$ cat config.mk
export PLATFORM = sky130hd
export DESIGN_NAME = tsv_field_indexer_flat
export DESIGN_NICKNAME = d
export VERILOG_FILES = /design/src/rtl/core/tsvfi_pkg.sv /design/src/rtl/core/tsvfi_ifs.sv /design/src/rtl/core/tsvfi_scan.sv /design/src/rtl/core/tsvfi_emit.sv /design/src/rtl/core/tsv_field_indexer.sv /design/src/flat_wrapper.sv
export SDC_FILE = /design/constraint.sdc
export NUM_CORES = 1
export LEC_CHECK = 0
export BUFFER_PORTS_ARGS = -buffer_cell sky130_fd_sc_hd__buf_2
export CAP_MARGIN = 25
export CORE_ASPECT_RATIO = 2
export CORE_MARGIN = 2
export CORE_UTILIZATION = 30
export CTS_BUF_LIST = sky130_fd_sc_hd__clkbuf_16
export DETAILED_ROUTE_END_ITERATION = 12
export SLEW_MARGIN = 0
export SYNTH_ARGS = -nofsm -noshare
export SYNTH_HDL_FRONTEND = slang
export SYNTH_SLANG_ARGS = --single-unit
$ cat constraint.sdc
create_clock -name clk -period 7.2 [get_ports clk]
set_clock_uncertainty 0.1 [all_clocks]
set_input_delay 0.72 -clock clk [delete_from_list [all_inputs] [get_ports clk]]
set_output_delay 0.72 -clock clk [all_outputs]
set_load 0.01 [all_outputs]
$ cat src/rtl/core/tsvfi_pkg.sv
`timescale 1ns / 1ps
// ----------------------------------------------------------------------------
// tsvfi_pkg
// Shared widths, byte codes and the run descriptor passed from the scanner
// to the entry emitter of the tab-separated field indexer.
// ----------------------------------------------------------------------------
package tsvfi_pkg;

	// fixed widths of the channel fields
	localparam int BYTE_W = 8;
	localparam int ROW_W = 16;
	localparam int COL_W = 6;
	localparam int POS_W = 24;
	// run column width, wide enough for a column count of 64
	localparam int RUN_COL_W = 7;

	// delimiter codes
	localparam logic [BYTE_W-1:0] CH_TAB = 8'h09;
	localparam logic [BYTE_W-1:0] CH_CR = 8'h0d;
	localparam logic [BYTE_W-1:0] CH_LF = 8'h0a;

	// one run of entries over consecutive columns first_col..last_col;
	// the first entry carries the field, the rest are zero-length padding
	typedef struct packed {
		logic [ROW_W-1:0]     row;
		logic [RUN_COL_W-1:0] first_col;
		logic [RUN_COL_W-1:0] last_col;
		logic [POS_W-1:0]     first_offset;
		logic [POS_W-1:0]     first_length;
		logic [POS_W-1:0]     pad_offset;
		logic                 final_run;
	} run_t;

endpackage

$ cat src/rtl/core/tsvfi_ifs.sv
`timescale 1ns / 1ps
// ----------------------------------------------------------------------------
// tsvfi channel interfaces
// Valid/ready channels for table text bytes and for field index entries.
// ----------------------------------------------------------------------------
interface tsvfi_byte_if;
	logic                         valid;
	logic                         ready;
	logic [tsvfi_pkg::BYTE_W-1:0] data_byte;
	logic                         final_byte;

	modport source (output valid, output data_byte, output final_byte, input ready);
	modport sink (input valid, input data_byte, input final_byte, output ready);
endinterface

interface tsvfi_entry_if;
	logic                        valid;
	logic                        ready;
	logic [tsvfi_pkg::ROW_W-1:0] row_index;
	logic [tsvfi_pkg::COL_W-1:0] column_index;
	logic [tsvfi_pkg::POS_W-1:0] field_offset;
	logic [tsvfi_pkg::POS_W-1:0] field_length;
	logic                        last_of_run;
	logic                        table_end;

	modport source (output valid, output row_index, output column_index,
		output field_offset, output field_length, output last_of_run,
		output table_end, input ready);
	modport sink (input valid, input row_index, input column_index,
		input field_offset, input field_length, input last_of_run,
		input table_end, output ready);
endinterface

$ cat src/rtl/core/tsvfi_scan.sv
`timescale 1ns / 1ps
// ----------------------------------------------------------------------------
// tsvfi_scan
// Byte scanner: tracks position, field start, column, row and line state,
// and turns each accepted byte into at most one run of entries.
// ----------------------------------------------------------------------------
module tsvfi_scan #(
	parameter int MAX_COLUMNS = 64,
	parameter int POSITION_BITS = 24,
	parameter int ROW_BITS = 16
) (
	input  logic                         clk,
	input  logic                         arst_n,
	input  logic                         accept,
	input  logic [tsvfi_pkg::BYTE_W-1:0] data_byte,
	input  logic                         final_byte,
	output logic                         run_valid,
	output tsvfi_pkg::run_t              run
);
	import tsvfi_pkg::*;

	localparam int COL_BITS = $clog2(MAX_COLUMNS + 1);
	localparam logic [COL_BITS-1:0] COL_MAX = COL_BITS'(MAX_COLUMNS);

	logic [POSITION_BITS-1:0] pos_q;
	logic [POSITION_BITS-1:0] start_q;
	logic [COL_BITS-1:0]      cur_q;
	logic [COL_BITS-1:0]      cnt_q;
	logic [ROW_BITS-1:0]      row_q;
	logic                     first_q;
	logic                     after_cr_q;

	logic [POSITION_BITS-1:0] nxt;
	logic [POSITION_BITS-1:0] end_pos;
	logic [POSITION_BITS-1:0] len;
	logic [COL_BITS-1:0]      lim;
	logic [COL_BITS-1:0]      lim_m1;
	logic [COL_BITS:0]        cur_wide;
	logic [COL_BITS-1:0]      cnt_new;
	logic [COL_BITS-1:0]      last_col;
	logic                     is_tab;
	logic                     is_eol;
	logic                     swallow;
	logic                     closes;

	// byte classification and column limit
	assign is_tab = (data_byte == CH_TAB);
	assign is_eol = (data_byte == CH_CR) || (data_byte == CH_LF);
	assign swallow = after_cr_q && (data_byte == CH_LF);
	assign closes = is_eol || (final_byte && !is_tab);
	assign nxt = pos_q + 1'b1;
	assign lim = first_q ? COL_MAX : cnt_q;
	assign lim_m1 = lim - 1'b1;
	assign cur_wide = {1'b0, cur_q} + 1'b1;
	assign cnt_new = (cur_wide > {1'b0, COL_MAX}) ? COL_MAX : cur_wide[COL_BITS-1:0];

	// first field length: tab and line breaks end before the byte, final byte after
	assign end_pos = (is_tab || is_eol) ? pos_q : nxt;
	assign len = end_pos - start_q;

	// last column of the run
	always_comb begin
		if (is_tab && !final_byte) begin
			last_col = cur_q;
		end else if (first_q) begin
			if (is_tab && (cur_wide < {1'b0, lim}))
				last_col = cur_wide[COL_BITS-1:0];
			else if (is_tab)
				last_col = lim_m1;
			else
				last_col = cur_q;
		end else begin
			last_col = lim_m1;
		end
	end

	// run descriptor
	assign run_valid = accept && !swallow && (is_tab || is_eol || final_byte) && (cur_q < lim);
	assign run.row = ROW_W'(row_q);
	assign run.first_col = RUN_COL_W'(cur_q);
	assign run.last_col = RUN_COL_W'(last_col);
	assign run.first_offset = POS_W'(start_q);
	assign run.first_length = POS_W'(len);
	assign run.pad_offset = POS_W'(nxt);
	assign run.final_run = final_byte;

	// scanner state
	always_ff @(posedge clk or negedge arst_n) begin
		if (!arst_n) begin
			pos_q <= '0;
			start_q <= '0;
			cur_q <= '0;
			cnt_q <= '0;
			row_q <= '0;
			first_q <= 1'b1;
			after_cr_q <= 1'b0;
		end else if (accept) begin
			if (final_byte) begin
				pos_q <= '0;
				start_q <= '0;
				cur_q <= '0;
				cnt_q <= '0;
				row_q <= '0;
				first_q <= 1'b1;
				after_cr_q <= 1'b0;
			end else if (swallow) begin
				pos_q <= nxt;
				start_q <= nxt;
				after_cr_q <= 1'b0;
			end else begin
				pos_q <= nxt;
				after_cr_q <= (data_byte == CH_CR);
				if (is_tab) begin
					start_q <= nxt;
					if (cur_q < COL_MAX)
						cur_q <= cur_wide[COL_BITS-1:0];
				end else if (closes) begin
					start_q <= nxt;
					cur_q <= '0;
					row_q <= row_q + 1'b1;
					first_q <= 1'b0;
					if (first_q)
						cnt_q <= cnt_new;
				end
			end
		end
	end

endmodule

$ cat src/rtl/core/tsvfi_emit.sv
`timescale 1ns / 1ps
// ----------------------------------------------------------------------------
// tsvfi_emit
// Entry emitter: holds one run and presents its entries one per cycle, while
// entry is ready, the field first and then the zero-length padding columns.
// ----------------------------------------------------------------------------
module tsvfi_emit (
	input  logic                 clk,
	input  logic                 arst_n,
	input  logic                 load,
	input  tsvfi_pkg::run_t      run,
	output logic                 can_load,
	tsvfi_entry_if.source        entry
);
	import tsvfi_pkg::*;

	logic                 busy_q;
	logic [ROW_W-1:0]     row_q;
	logic [RUN_COL_W-1:0] col_q;
	logic [RUN_COL_W-1:0] last_q;
	logic [POS_W-1:0]     off_q;
	logic [POS_W-1:0]     len_q;
	logic [POS_W-1:0]     pad_q;
	logic                 fin_q;
	logic                 is_last;

	// a new run may load when the held one is gone or leaves this cycle
	assign is_last = (col_q == last_q);
	assign can_load = !busy_q || (is_last && entry.ready);

	// entry output
	assign entry.valid = busy_q;
	assign entry.row_index = row_q;
	assign entry.column_index = col_q[COL_W-1:0];
	assign entry.field_offset = off_q;
	assign entry.field_length = len_q;
	assign entry.last_of_run = is_last;
	assign entry.table_end = is_last && fin_q;

	// control
	always_ff @(posedge clk or negedge arst_n) begin
		if (!arst_n) begin
			busy_q <= 1'b0;
		end else if (load) begin
			busy_q <= 1'b1;
		end else if (busy_q && entry.ready && is_last) begin
			busy_q <= 1'b0;
		end
	end

	// run payload, stepping to the next padding column per transaction
	always_ff @(posedge clk) begin
		if (load) begin
			row_q <= run.row;
			col_q <= run.first_col;
			last_q <= run.last_col;
			off_q <= run.first_offset;
			len_q <= run.first_length;
			pad_q <= run.pad_offset;
			fin_q <= run.final_run;
		end else if (busy_q && entry.ready && !is_last) begin
			col_q <= col_q + 1'b1;
			off_q <= pad_q;
			len_q <= '0;
		end
	end

endmodule

$ cat src/rtl/core/tsv_field_indexer.sv
`timescale 1ns / 1ps
// ----------------------------------------------------------------------------
// tsv_field_indexer
// Splits a tab-separated table, one byte per transaction, into field index
// entries (row, column, offset, length), padding short lines to the column
// count set by the first line and dropping extra fields.
//
// channel  role  payload
// text     sink  data_byte[7:0], final_byte
// entry    src   row_index[15:0], column_index[5:0], field_offset[23:0],
//                field_length[23:0], last_of_run, table_end
//
// One byte is taken per cycle while text.ready is high; its entries appear
// in the cycle after the byte is taken. A byte that yields a run of n entries
// holds text.ready low while the emitter steps through the padding columns,
// and also while entry stalls, the last entry of a run included.
// arst_n clears all line and position state; a final byte restarts at zero.
// ----------------------------------------------------------------------------
module tsv_field_indexer #(
	parameter int MAX_COLUMNS = 64,
	parameter int POSITION_BITS = 24,
	parameter int ROW_BITS = 16
) (
	input  logic          clk,
	input  logic          arst_n,
	tsvfi_byte_if.sink    text,
	tsvfi_entry_if.source entry
);
	import tsvfi_pkg::*;

	logic accept;
	logic can_load;
	logic run_valid;
	run_t run;

	// input handshake
	assign text.ready = can_load;
	assign accept = text.valid && can_load;

	// byte scanner
	tsvfi_scan #(
		.MAX_COLUMNS(MAX_COLUMNS),
		.POSITION_BITS(POSITION_BITS),
		.ROW_BITS(ROW_BITS)
	) u_scan (
		.clk(clk),
		.arst_n(arst_n),
		.accept(accept),
		.data_byte(text.data_byte),
		.final_byte(text.final_byte),
		.run_valid(run_valid),
		.run(run)
	);

	// entry emitter
	tsvfi_emit u_emit (
		.clk(clk),
		.arst_n(arst_n),
		.load(run_valid),
		.run(run),
		.can_load(can_load),
		.entry(entry)
	);

`ifndef SYNTH
	// emitted column stays within the configured column limit
	a_col_range: assert property (@(posedge clk) disable iff (!arst_n)
		entry.valid |-> (32'(entry.column_index) < MAX_COLUMNS))
		else $error("column index beyond limit");

	// end of table is only flagged on the last entry of a run
	a_end_last: assert property (@(posedge clk) disable iff (!arst_n)
		(entry.valid && entry.table_end) |-> entry.last_of_run)
		else $error("table end not on last entry of run");

	// input is only taken when no unfinished run would be overwritten
	a_no_overrun: assert property (@(posedge clk) disable iff (!arst_n)
		text.ready |-> (!entry.valid || (entry.last_of_run && entry.ready)))
		else $error("input ready while run still pending");

	// a run continues with the next column right after a non-final transaction
	a_run_step: assert property (@(posedge clk) disable iff (!arst_n)
		(entry.valid && entry.ready && !entry.last_of_run) |=>
		(entry.valid && (entry.column_index == 6'($past(entry.column_index) + 1'b1))))
		else $error("run did not advance to next column");
`endif

endmodule

$ cat src/flat_wrapper.sv
// flat-port wrapper written by rule: the top's interface ports become plain ports
module tsv_field_indexer_flat import tsvfi_pkg::*;
#(
	parameter int MAX_COLUMNS = 64,
	parameter int POSITION_BITS = 24,
	parameter int ROW_BITS = 16
)
  (clk, arst_n, text_valid, text_data_byte, text_final_byte, text_ready, entry_valid, entry_row_index, entry_column_index, entry_field_offset, entry_field_length, entry_last_of_run, entry_table_end, entry_ready);
  tsvfi_byte_if text_i ();
  tsvfi_entry_if entry_i ();
  input  logic clk;
  input  logic arst_n;
  input wire logic [$bits(text_i.valid)-1:0] text_valid;
  input wire logic [$bits(text_i.data_byte)-1:0] text_data_byte;
  input wire logic [$bits(text_i.final_byte)-1:0] text_final_byte;
  output wire logic [$bits(text_i.ready)-1:0] text_ready;
  output wire logic [$bits(entry_i.valid)-1:0] entry_valid;
  output wire logic [$bits(entry_i.row_index)-1:0] entry_row_index;
  output wire logic [$bits(entry_i.column_index)-1:0] entry_column_index;
  output wire logic [$bits(entry_i.field_offset)-1:0] entry_field_offset;
  output wire logic [$bits(entry_i.field_length)-1:0] entry_field_length;
  output wire logic [$bits(entry_i.last_of_run)-1:0] entry_last_of_run;
  output wire logic [$bits(entry_i.table_end)-1:0] entry_table_end;
  input wire logic [$bits(entry_i.ready)-1:0] entry_ready;
  assign text_i.valid = text_valid;
  assign text_i.data_byte = text_data_byte;
  assign text_i.final_byte = text_final_byte;
  assign text_ready = text_i.ready;
  assign entry_valid = entry_i.valid;
  assign entry_row_index = entry_i.row_index;
  assign entry_column_index = entry_i.column_index;
  assign entry_field_offset = entry_i.field_offset;
  assign entry_field_length = entry_i.field_length;
  assign entry_last_of_run = entry_i.last_of_run;
  assign entry_table_end = entry_i.table_end;
  assign entry_i.ready = entry_ready;
  tsv_field_indexer #(.MAX_COLUMNS(MAX_COLUMNS), .POSITION_BITS(POSITION_BITS), .ROW_BITS(ROW_BITS)) u_core (.clk(clk), .arst_n(arst_n), .text(text_i), .entry(entry_i));
endmodule
==> run summary <==
Initial DRC count - 394
Placed Cells - 1505
Fillers - 3453
Gr usage total - 0.151
Setup CP Type - flip-flop to flip-flop
Leakage - 4.86 nW
CTS Hold Bufs - 0
Worst vdd ir - 184 µV
Vias per inst - 5.05
Initial Utilization - 0.304
Final cell count without fillers - 1537
Layout cells sized above 1 - 0.137
Nets - 1143
Sequential area share after synthesis - 0.505
H-Tree Depth - 4
Final period utilization - 0.685
Post-Syn Area per Cell - 9.83 µm²
Power per cell area - 308 nW/µm²
Synthesized Nets - 1086
IO buf count - 86
Syn Inst Count - 1031
CTS root buffer - clkbuf_16
Status - complete, no violations
Die width - 134 µm
Resized cells post-CTS - 0
Total congestion overflow - 0
Post-synth top flop - edfxtp_1
Async SR Flop Fraction - 0.440
DRT Pass-1 Iters - 5
RSZ-0062 raised after global routing - false
Setup TNS - 0 ps
Die height - 264 µm
Core Box Area - 33400 µm²
Fin. Hold Viols - 0
Fin util - 0.345
CTS max path bufs - 2
Cell area after synthesis - 10100 µm²
Clk slew on worst S/H paths - 70 ps
CP Max Fanout - 8
Final setup fails - 0
Commonest non-fill, non-tap cell in the layout - nand2_1
DP Area - 10900 µm²
Clk_lat worst skew - 440 ps
WL final - 26.2 mm
Vias in the first global route - 7871
Max Clock Freq - 203 MHz
Synth unique cells - 72
Hold Path Class - input port to async pin
DP Wirelength - 19.6 mm
Vias - 7768
Fin Hold WS - 58.1 ps
Setup crit end kind - flip-flop
Diode count - 0
WP data required - 7270 ps
Routability Congestion - 0.883
First-pass GRT wire length - 41.2 mm
Min Tclk post-route - 4930 ps
CTS tree - done
Row count - 95
Number of synthesized flops with an enable pin - 103
Synth warn - 0
Worst-margin pin slew - 981 ps
CP Data Arrival Time - 5000 ps
Yosys reg bits - 184
Commonest cells after routing, fill and taps aside - nand2_1, o21ai_0, edfxtp_1
# clock sinks - 184
Postcts setup bufs - 0
Ports - 87
Setup crit start kind - flip-flop
Drt wl/cell - 17.1 µm
Slew HR - 0.340
Total of max-cap violations - 0
Area delta synth->final - 13.6%
Num CTS Buffers - 17
Design area - 11500 µm²
Slew Viols, Final - 0
Pin count of the biggest net entering global routing - 70
Post-route DRC - 0
Post-route ant nets - 0
Antenna violations before repair - 0
Die area - 35400 µm²
critical path, cell delays in order (launching register included):
cell,delay (ps)
dfrtp_1,480
ha_1,340
nand2_1,130
nor3_1,490
and3_1,330
and3_1,340
nand2_1,110
xnor2_1,140
ha_1,380
inv_1,120
nor3_1,300
o2111ai_1,280
a31oi_1,660
a221oi_1,200
xnor2_1,200
nor2_1,50
report_power, final:
group | total (W) | internal (W) | switching, W | leakage [nW]
sequential | 0.00143 | 0.00132 | 0.000111 | 2.11
clock | 0.000926 | 0.000478 | 0.000447 | 0.287
combinational | 0.00120 | 0.000465 | 0.000731 | 2.47
Yosys cell counts, drive strengths merged (8+ instances only):
library cell / number / area (µm²)
a211oi: 8 / 70.1
a21o: 11 / 82.6
a21oi: 36 / 180
and2: 8 / 50.1
and3: 10 / 62.6
buf: 22 / 140
clkbuf: 37 / 140
dfrtp: 80 / 2000
edfxtp: 103 / 3090
ha: 41 / 513
inv: 49 / 184
nand2: 155 / 584
nand3: 26 / 130
nand4: 14 / 87.6
nor2: 84 / 320
nor3: 21 / 110
o21a: 9 / 67.6
o21ai: 107 / 536
o31ai: 19 / 143
xnor2: 51 / 447
xor2: 41 / 359
area by class of cell:
cell class	count	area [µm²]	area share
clock inverters	14	129	0.0112
repair buffers	97	515	0.0448
clock buffers	18	450	0.0391
flip-flops and latches	184	5120	0.445
inverters	51	191	0.0166
multi-input cells	737	4570	0.396
well taps	436	546	0.0474
state kept, by name, summed over array words and instances (netlist names), 7 cells and up:
signal and count:
u_core.u_emit.col_q 7, u_core.u_emit.entry.field_length 24, u_core.u_emit.entry.field_offset 24, u_core.u_emit.entry.row_index 16
u_core.u_emit.last_q 7, u_core.u_emit.pad_q 24, u_core.u_scan.cnt_q 7, u_core.u_scan.cur_q 7
u_core.u_scan.pos_q 24, u_core.u_scan.row_q 16, u_core.u_scan.start_q 24
metrics by stage:
stage	power [W]	setup WS [ps]
2_1_floorplan	0.00231	1860
3_3_place_gp	0.00264	2230
3_5_place_dp	0.00265	2190
4_1_cts	0.00359	2350
5_1_grt	0.00377	2110
6_report	0.00355	2270
routing by layer:
metal	GRT usage	share of wire
met5	0	0
met2	0.298	0.57
met1	0.141	0.36
met4	0.0863	0.049
met3	0.0251	0.028
worst paths after layout:
kind | startpoint | to | slack (ps) | depth (start not counted)
worst max-delay path | u_core.u_scan.pos_q[0]$_DFFE_PN0P_ | u_core.u_emit.entry.field_length[23]$_SDFFCE_PN0P_ | 2270 | 15
worst min-delay path | arst_n | u_core.u_scan.cur_q[5]$_DFFE_PN0P_ | 60 | 1
worst max register to register | u_core.u_scan.pos_q[0]$_DFFE_PN0P_ | u_core.u_emit.entry.field_length[23]$_SDFFCE_PN0P_ | 2270 | 15
worst min register to register | u_core.u_scan.start_q[22]$_DFFE_PN0P_ | u_core.u_scan.start_q[22]$_DFFE_PN0P_ | 380 | 2
max in group asynchronous | arst_n | u_core.u_scan.pos_q[20]$_DFFE_PN0P_ | 5760 | 2
min in group clk | u_core.u_scan.start_q[22]$_DFFE_PN0P_ | u_core.u_scan.start_q[22]$_DFFE_PN0P_ | 380 | 2
logic make-up after synthesis:
group | Yosys count | synth area share
xor gates and xnor gates | 92 | 0.0795
muxes | 4 | 0.00444
AOI/OAI and AO/OA | 243 | 0.151
and+or+nand+nor | 356 | 0.161
buffers and inverters | 110 | 0.0465
DFF | 184 | 0.505
adders and majority gates | 42 | 0.0526
No activity file was read; power rests on OpenSTA's default activity.
